$ cat src/c32f_pkg.sv
// Package for the CRC-32 frame append/check core.
// Types, codes and the CRC byte update; no dependencies.
`timescale 1ns / 1ps

package c32f_pkg;

  localparam logic [31:0] CRC_POLY     = 32'hEDB88320;
  localparam logic [31:0] CRC_ALL_ONES = 32'hFFFFFFFF;

  localparam logic [6:0]  HDR_LEN_RESET = 7'd7;
  localparam logic [7:0]  CNT_MAX       = 8'hFF;
  localparam int          MAX_RES       = 5;

  localparam logic        ACT_SEND    = 1'b0;
  localparam logic        ACT_CHECK   = 1'b1;

  localparam logic        KIND_DATA   = 1'b0;
  localparam logic        KIND_STATUS = 1'b1;

  localparam logic [1:0]  STAT_OK     = 2'd0;
  localparam logic [1:0]  STAT_SHORT  = 2'd1;
  localparam logic [1:0]  STAT_BAD    = 2'd2;

  typedef struct packed {
    logic       kind;
    logic [7:0] data;
    logic [1:0] status;
    logic       eof;
  } result_t;

  typedef struct packed {
    logic [2:0]                 n;
    result_t [MAX_RES-1:0]      item;
  } burst_t;

  // Reflected CRC-32, one byte, eight unrolled shift/xor steps.
  function automatic logic [31:0] crc_byte(input logic [31:0] c_in,
                                           input logic [7:0]  b);
    logic [31:0] c;
    c = c_in ^ {24'd0, b};
    for (int i = 0; i < 8; i++) begin
      c = c[0] ? ((c >> 1) ^ CRC_POLY) : (c >> 1);
    end
    return c;
  endfunction

endpackage

$ cat src/crc32_frame_append_and_check_core.sv
// Top level of the CRC-32 frame append/check core.
// Depends on c32f_pkg and c32f_frame.
//
//  channel | handshake          | payload
//  --------+--------------------+-------------------------------------------
//  in      | in_valid/in_stall  | in_action, in_data_byte, in_last, in_with_crc
//  out     | out_valid/out_stall| out_kind, out_out_byte, out_status,
//          |                    | out_end_of_frame
//  cfg     | cfg_valid/cfg_ready| cfg_data (header_length)
//
// One request per cycle when the queue empties. Each accepted request yields 0
// to 5 results, which are loaded into a 5-entry result queue in the same edge
// and drained one per cycle unless out stalls. The next request is taken in
// the cycle the last queued result leaves.
// Reset (rst_n low, synchronous) clears CRC, trailer window, count and queue;
// header_length returns to 7. A stall on out holds the queue head and, while
// any result waits, stalls the request side too.
`timescale 1ns / 1ps

module crc32_frame_append_and_check_core import c32f_pkg::*; (
  input  logic       clk,
  input  logic       rst_n,
  // request channel
  input  logic       in_valid,
  output logic       in_stall,
  input  logic       in_action,
  input  logic [7:0] in_data_byte,
  input  logic       in_last,
  input  logic       in_with_crc,
  // result channel
  output logic       out_valid,
  input  logic       out_stall,
  output logic       out_kind,
  output logic [7:0] out_out_byte,
  output logic [1:0] out_status,
  output logic       out_end_of_frame,
  // config write
  input  logic       cfg_valid,
  output logic       cfg_ready,
  input  logic [6:0] cfg_data
);

  logic [6:0]                hdr_len_r;
  result_t [MAX_RES-1:0]     q_r, q_nxt;
  logic [2:0]                q_cnt_r, q_cnt_nxt;
  logic                      pop, accept;
  burst_t                    burst;

  // config register is always writable; writes must only come while idle, which the block does not enforce
  assign cfg_ready = 1'b1;

  always_ff @(posedge clk) begin
    if (!rst_n) begin
      hdr_len_r <= HDR_LEN_RESET;
    end else if (cfg_valid && cfg_ready) begin
      hdr_len_r <= cfg_data;
    end
  end

  // Take a new request only when the queue is empty after this cycle:
  // empty now, or its single entry leaves this edge.
  assign out_valid = (q_cnt_r != 3'd0);
  assign pop       = out_valid && !out_stall;
  assign in_stall  = (q_cnt_r > 3'd1) || ((q_cnt_r == 3'd1) && out_stall);
  assign accept    = in_valid && !in_stall;

  c32f_frame u_frame (
    .clk           (clk),
    .rst_n         (rst_n),
    .accept        (accept),
    .action        (in_action),
    .data_byte     (in_data_byte),
    .last          (in_last),
    .with_crc      (in_with_crc),
    .header_length (hdr_len_r),
    .burst         (burst)
  );

  // Result queue: head at entry 0, shifts down on each pop.
  always_comb begin
    q_nxt     = q_r;
    q_cnt_nxt = q_cnt_r;
    if (accept) begin
      q_nxt     = burst.item;
      q_cnt_nxt = burst.n;
    end else if (pop) begin
      for (int i = 0; i < MAX_RES - 1; i++) begin
        q_nxt[i] = q_r[i+1];
      end
      q_cnt_nxt = q_cnt_r - 3'd1;
    end
  end

  always_ff @(posedge clk) begin
    if (!rst_n) begin
      q_cnt_r <= '0;
    end else begin
      q_cnt_r <= q_cnt_nxt;
    end
  end

  // payload needs no reset
  always_ff @(posedge clk) begin
    q_r <= q_nxt;
  end

  assign out_kind         = q_r[0].kind;
  assign out_out_byte     = q_r[0].data;
  assign out_status       = q_r[0].status;
  assign out_end_of_frame = q_r[0].eof;

endmodule

$ cat src/c32f_frame.sv
// Frame state (CRC, trailer window, byte count) and per-request result burst.
// Depends on c32f_pkg.
`timescale 1ns / 1ps

module c32f_frame import c32f_pkg::*; (
  input  logic       clk,
  input  logic       rst_n,
  input  logic       accept,
  input  logic       action,
  input  logic [7:0] data_byte,
  input  logic       last,
  input  logic       with_crc,
  input  logic [6:0] header_length,
  output burst_t     burst
);

  logic [31:0]     crc_r, crc_nxt;
  logic [3:0][7:0] win_r, win_nxt;   // index 3 newest
  logic [7:0]      cnt_r, cnt_nxt;

  logic [7:0]      cnt_inc;
  logic [3:0][7:0] win_sh;
  logic [31:0]     crc_send, crc_chk, fin_send, fin_chk;
  logic            is_short, crc_bad, enough;
  logic [2:0]      held, src;
  logic [1:0]      stat;
  result_t         st_item;

  assign cnt_inc  = (cnt_r == CNT_MAX) ? cnt_r : cnt_r + 8'd1;
  assign win_sh   = {data_byte, win_r[3], win_r[2], win_r[1]};
  assign crc_send = crc_byte(crc_r, data_byte);
  assign crc_chk  = crc_byte(crc_r, win_sh[0]);
  assign fin_send = crc_send ^ CRC_ALL_ONES;
  assign fin_chk  = crc_r ^ CRC_ALL_ONES;
  assign enough   = (cnt_inc >= 8'd4);
  assign is_short = (cnt_inc <= ({1'b0, header_length} + 8'd4));
  // oldest trailer byte against the most significant CRC byte
  assign crc_bad  = ({win_sh[0], win_sh[1], win_sh[2], win_sh[3]} != fin_chk);
  assign held     = enough ? 3'd4 : cnt_inc[2:0];

  always_comb begin
    if (is_short) begin
      stat = STAT_SHORT;
    end else if (with_crc && crc_bad) begin
      stat = STAT_BAD;
    end else begin
      stat = STAT_OK;
    end
  end

  assign st_item = '{kind: KIND_STATUS, data: 8'd0, status: stat, eof: 1'b1};

  always_comb begin
    burst = '0;
    src   = '0;
    if (action == ACT_SEND) begin
      burst.item[0] = '{kind: KIND_DATA, data: data_byte, status: STAT_OK, eof: 1'b0};
      burst.item[1] = '{kind: KIND_DATA, data: fin_send[31:24], status: STAT_OK, eof: 1'b0};
      burst.item[2] = '{kind: KIND_DATA, data: fin_send[23:16], status: STAT_OK, eof: 1'b0};
      burst.item[3] = '{kind: KIND_DATA, data: fin_send[15:8], status: STAT_OK, eof: 1'b0};
      burst.item[4] = '{kind: KIND_DATA, data: fin_send[7:0], status: STAT_OK, eof: 1'b1};
      burst.n       = last ? 3'd5 : 3'd1;
    end else if (!last) begin
      burst.item[0] = '{kind: KIND_DATA, data: win_sh[0], status: STAT_OK, eof: 1'b0};
      burst.n       = enough ? 3'd1 : 3'd0;
    end else if (with_crc) begin
      burst.item[0] = st_item;
      burst.n       = 3'd1;
    end else begin
      // release held bytes oldest first, then the status
      for (int k = 0; k < MAX_RES; k++) begin
        src = 3'(k) + (3'd4 - held);
        if (3'(k) < held) begin
          burst.item[k] = '{kind: KIND_DATA, data: win_sh[src[1:0]],
                            status: STAT_OK, eof: 1'b0};
        end else if (3'(k) == held) begin
          burst.item[k] = st_item;
        end
      end
      burst.n = held + 3'd1;
    end
  end

  always_comb begin
    crc_nxt = crc_r;
    win_nxt = win_r;
    cnt_nxt = cnt_r;
    if (accept) begin
      if (last) begin
        crc_nxt = CRC_ALL_ONES;
        win_nxt = '0;
        cnt_nxt = '0;
      end else if (action == ACT_SEND) begin
        crc_nxt = crc_send;
        cnt_nxt = cnt_inc;
      end else begin
        win_nxt = win_sh;
        cnt_nxt = cnt_inc;
        if (enough) begin
          crc_nxt = crc_chk;
        end
      end
    end
  end

  always_ff @(posedge clk) begin
    if (!rst_n) begin
      crc_r <= CRC_ALL_ONES;
      win_r <= '0;
      cnt_r <= '0;
    end else begin
      crc_r <= crc_nxt;
      win_r <= win_nxt;
      cnt_r <= cnt_nxt;
    end
  end

endmodule

$ cat config.mk
export PLATFORM = sky130hd
export DESIGN_NAME = crc32_frame_append_and_check_core
export DESIGN_NICKNAME = d
export VERILOG_FILES = /design/src/c32f_pkg.sv /design/src/crc32_frame_append_and_check_core.sv /design/src/c32f_frame.sv
export SDC_FILE = /design/constraint.sdc
export NUM_CORES = 1
export LEC_CHECK = 0
export BUFFER_PORTS_ARGS = -buffer_cell sky130_fd_sc_hd__buf_2
export CELL_PAD_IN_SITES_DETAIL_PLACEMENT = 0
export CELL_PAD_IN_SITES_GLOBAL_PLACEMENT = 2
export CORE_AREA = 2 2 111 220
export DETAILED_ROUTE_END_ITERATION = 7
export DIE_AREA = 0 0 113 222
export PLACE_DENSITY_LB_ADDON = 0.1
export SLEW_MARGIN = 10
export SYNTH_ARGS = -nofsm -noshare
export SYNTH_HDL_FRONTEND = slang
export SYNTH_HIERARCHICAL = 1
export SYNTH_SLANG_ARGS = --single-unit
$ cat constraint.sdc
create_clock -name clk -period 5.19 [get_ports clk]
set_input_delay 0.2595 -clock clk [delete_from_list [all_inputs] [get_ports clk]]
set_output_delay 0.2595 -clock clk [all_outputs]
set_load 0.01 [all_outputs]
==> impl_metrics.tcl <==
set metrics [dict create \
    io_pins 38 \
    p_clk_share_pct 24.9 \
    numPortBuffers 36 \
    powerDensity_mw_per_mm2 433 \
    die_h_um 222 \
    hold_buffers 0 \
    p_switching_mw 1.57 \
    worstHoldPathType "input port to flip-flop" \
    rows 79 \
    crit_required_ps 5370 \
    rsz0062_at_grt "no" \
    synth_top_family_by_area "XOR/XNOR gates" \
    netlist_area_mm2 0.00965 \
    grt_pass1_wl_um 43100 \
    fmax_mhz 237 \
    grt.overflow.total 0 \
    violations "DRC" \
    track_usage_pct 22.9 \
    grt_use_met3_pct 4.26 \
    antenna_cells 0 \
    cts_sinks 134 \
    final-setup-viol-count 0 \
    critical_path_buf_inv_count 0 \
    synthToLayoutAreaGrowth_pct 7.07 \
    relSlewSlack_pct 27.4 \
    finalClockSkew_ps 7.57 \
    power.internal_mw 2.91 \
    cpPeakStageDelay_ps 650 \
    crit_type "flip-flop to flip-flop" \
    drt_iter0_drc 580 \
    clockBufferDepth 2 \
    dieArea_mm2 0.0251 \
    htree_levels 4 \
    finalHoldViolCount 0 \
    yosys_warnings 6 \
    cp-endpoint "q_r[31]" \
    peakVddDrop_uv 252 \
    synthMuxAreaShare_pct 12.8 \
    grt.met2_usage_pct 39.8 \
    place_inst 1202 \
    async_flop_share_pct 0 \
    final_nets 976 \
    start_util_pct 41.3 \
    drv_slew 0 \
    yosysTopAreaCell "edfxtp_1" \
    ant_nets 0 \
    avgSynthCellArea_um2 10.2 \
    cts_tree "built" \
    crit_arrival_ps 4400 \
    cts_root_buffer "clkbuf_16" \
    grt_pass1_vias 7016 \
    drive_gt1_share_pct 19.5 \
    synth-compound-area-share_pct 12.2 \
    top_usage_layer "met2" \
    p_seq_share_pct 34.7 \
    antenna_found_initial 0 \
    timing.rr.end "q_r[31]" \
    drc_errors 5 \
    outcome "finished, violations left" \
    rrSetupSlack_ps 970 \
    post-route-min-period_ps 4220 \
    core_area_mm2 0.0233 \
    cap_viol_max_count 0 \
    cts_resized 0 \
    leakagePower_nw 3.96 \
    comb_power_share_pct 40.4 \
    min_path_cells 3 \
    grt_use_met1_pct 28.0 \
    drt_wl_total_um 27900 \
    crit_top_cell "ha_1" \
    avgRoutedWirePerCell_um 22.6 \
    yosys.cell_count.top_type "xnor2_1" \
    crit_cells 10 \
    yosysSeqAreaShare_pct 34.0 \
    synth-seq-cells 134 \
    hpwlAfterDp_um 20500 \
    vias 6847 \
    worstSetupStartpointType "flip-flop" \
    timing.rr.start "u_frame/cnt_r[0]" \
    place_congestion 0.831 \
    startpoint "u_frame/cnt_r[0]" \
    worst_skew_pair.late_latency_ps 430 \
    path_max_fanout 15 \
    drt_first_pass_iters 7 \
    grt_start_max_net_pins 63 \
    cts_setup_buffers 0 \
    period_share_pct 81.3 \
    synth_ff_type "dfxtp_1" \
    rr_worst_depth 10 \
    postSynthCellCount 944 \
    synthXorXnorAreaFrac_pct 20.7 \
    synth_area_leaders "edfxtp_1 19%, dfxtp_1 15%, xnor2_1 9.8%, mux2_4 7.0%, xor2_1 3.9%" \
    drt-vias-per-instance 5.55 \
    fin_cells 1234 \
    ys_types 74 \
    critical-path-top-delay-family "adder cells" \
    synth_edf_count 60 \
    end_kind "flip-flop" \
    p_sw_share_pct 35.0 \
    yosys.area_share.adder_pct 1.95 \
    slowest_stage "ha_1" \
    die_w_um 113 \
    cts_buffers 17 \
    tightest_slew_ps 1090 \
    synthSimpleGateAreaFrac_pct 12.5 \
    synth_top_cell_area_share_pct 18.7 \
    setup_tns_ps 0 \
    clk_pin_slew_worst_paths_ps 60 \
    synth_common_cells "108 x xnor2_1, 74 x dfxtp_1, 66 x nor2_1" \
    crit_chain "ha_1 -> and4_4 -> o21ai_1 -> a211o_1 -> nor2_4 -> nand2_1 -> ha_1 -> mux4_2 -> a22o_1 -> mux2_4" \
]
-- per-layer routing --
layer | vias up | part of all wire, %
li1 | 3279 | -
met3 | 36 | 3.5
met5 | - | 0
met1 | 3365 | 42
met4 | 0 | 2.8
met2 | 167 | 52
-- power groups by stage --
| stage | Combinational [mW] | Clock, mW | Sequential [mW] |
|---|---|---|---|
| after CTS | 1.82 | 1.14 | 1.56 |
| final | 1.81 | 1.11 | 1.55 |
| after floorplan | 1.46 | 0 | 1.54 |
| after detailed placement | 1.81 | 0 | 1.58 |
| after global routing | 1.94 | 1.18 | 1.58 |
| after global placement | 1.80 | 0 | 1.57 |
-- cell type report --
class / instances / area (um2)
fillers: 2247 / 13000
clock buffers: 20 / 437
inverters: 19 / 71.3
multi-input cells: 719 / 5830
well taps: 283 / 354
flip-flops and latches: 134 / 3280
repair buffers: 47 / 263
clock inverters: 12 / 88.8
-- flip-flops by register name (all words and copies together) (netlist names) --
signal,count
q_r,48
u_frame/crc_r,32
u_frame/win_r,24
out_out_byte,8
u_frame/cnt_r,8
hdr_len_r,7
q_cnt_r,3
out_status,2
out_end_of_frame,1
out_kind,1
-- worst min-delay path by stage --
stage,end,slack [ps],start
after floorplan,hdr_len_r[0],320,rst_n
after global placement,hdr_len_r[1],460,hdr_len_r[1]
after detailed placement,hdr_len_r[1],470,hdr_len_r[1]
after CTS,hdr_len_r[2],20,cfg_data[2]
after global routing,hdr_len_r[2],40,cfg_data[2]
final,hdr_len_r[2],40,cfg_data[2]
-- tightest hold or removal path, stage by stage --
cell,delay [ps]
buf_2,70
mux2i_1,50
nand2_1,60
-- metrics by stage --
stage	util (%)	setup WS, ps	hold slack (ps)	power (mW)	instance area, um2
finish	44.3	970	40.6	4.47	10300
global route	44.3	759	36.7	4.70	10300
CTS	44.3	971	19.7	4.51	10300
detailed placement	42.0	979	471	3.39	9800
global placement	42.0	1070	459	3.37	9800
floorplan	-	540	321	3.00	9660
-- layout by cell type (no fill, tap or decap), types with 9 or more instances in the layout --
| cell | netlist | final |
|---|---|---|
| nor2b_1 | 39 | 39 |
| mux2i_1 | 34 | 34 |
| clkbuf_16 | 0 | 17 |
| o21ai_1 | 9 | 9 |
| dfxtp_1 | 74 | 74 |
| mux2_4 | 45 | 45 |
| ha_1 | 15 | 15 |
| nand2_1 | 50 | 50 |
| o21ai_0 | 46 | 45 |
| nand3_1 | 13 | 13 |
| edfxtp_1 | 60 | 60 |
| inv_1 | 17 | 17 |
| nor3_1 | 25 | 25 |
| a22oi_1 | 27 | 27 |
| xnor2_2 | 21 | 21 |
| nor2_1 | 66 | 66 |
| a21oi_1 | 49 | 49 |
| buf_2 | 13 | 36 |
| xnor2_1 | 108 | 108 |
| xor2_1 | 43 | 43 |
| buf_4 | 21 | 11 |
-- cells by family (layout without fill, tap and decap cells) --
logic type      count (synthesis)  in the layout
compound gates                183            183
xor+xnor                      185            185
fa+ha+maj                      15             15
buf+inv                        94             98
flops                         134            134
mux                            90             90
other cells                     2              5
simple gates                  241            241
Note: power is estimated with default switching activity, not from simulation.
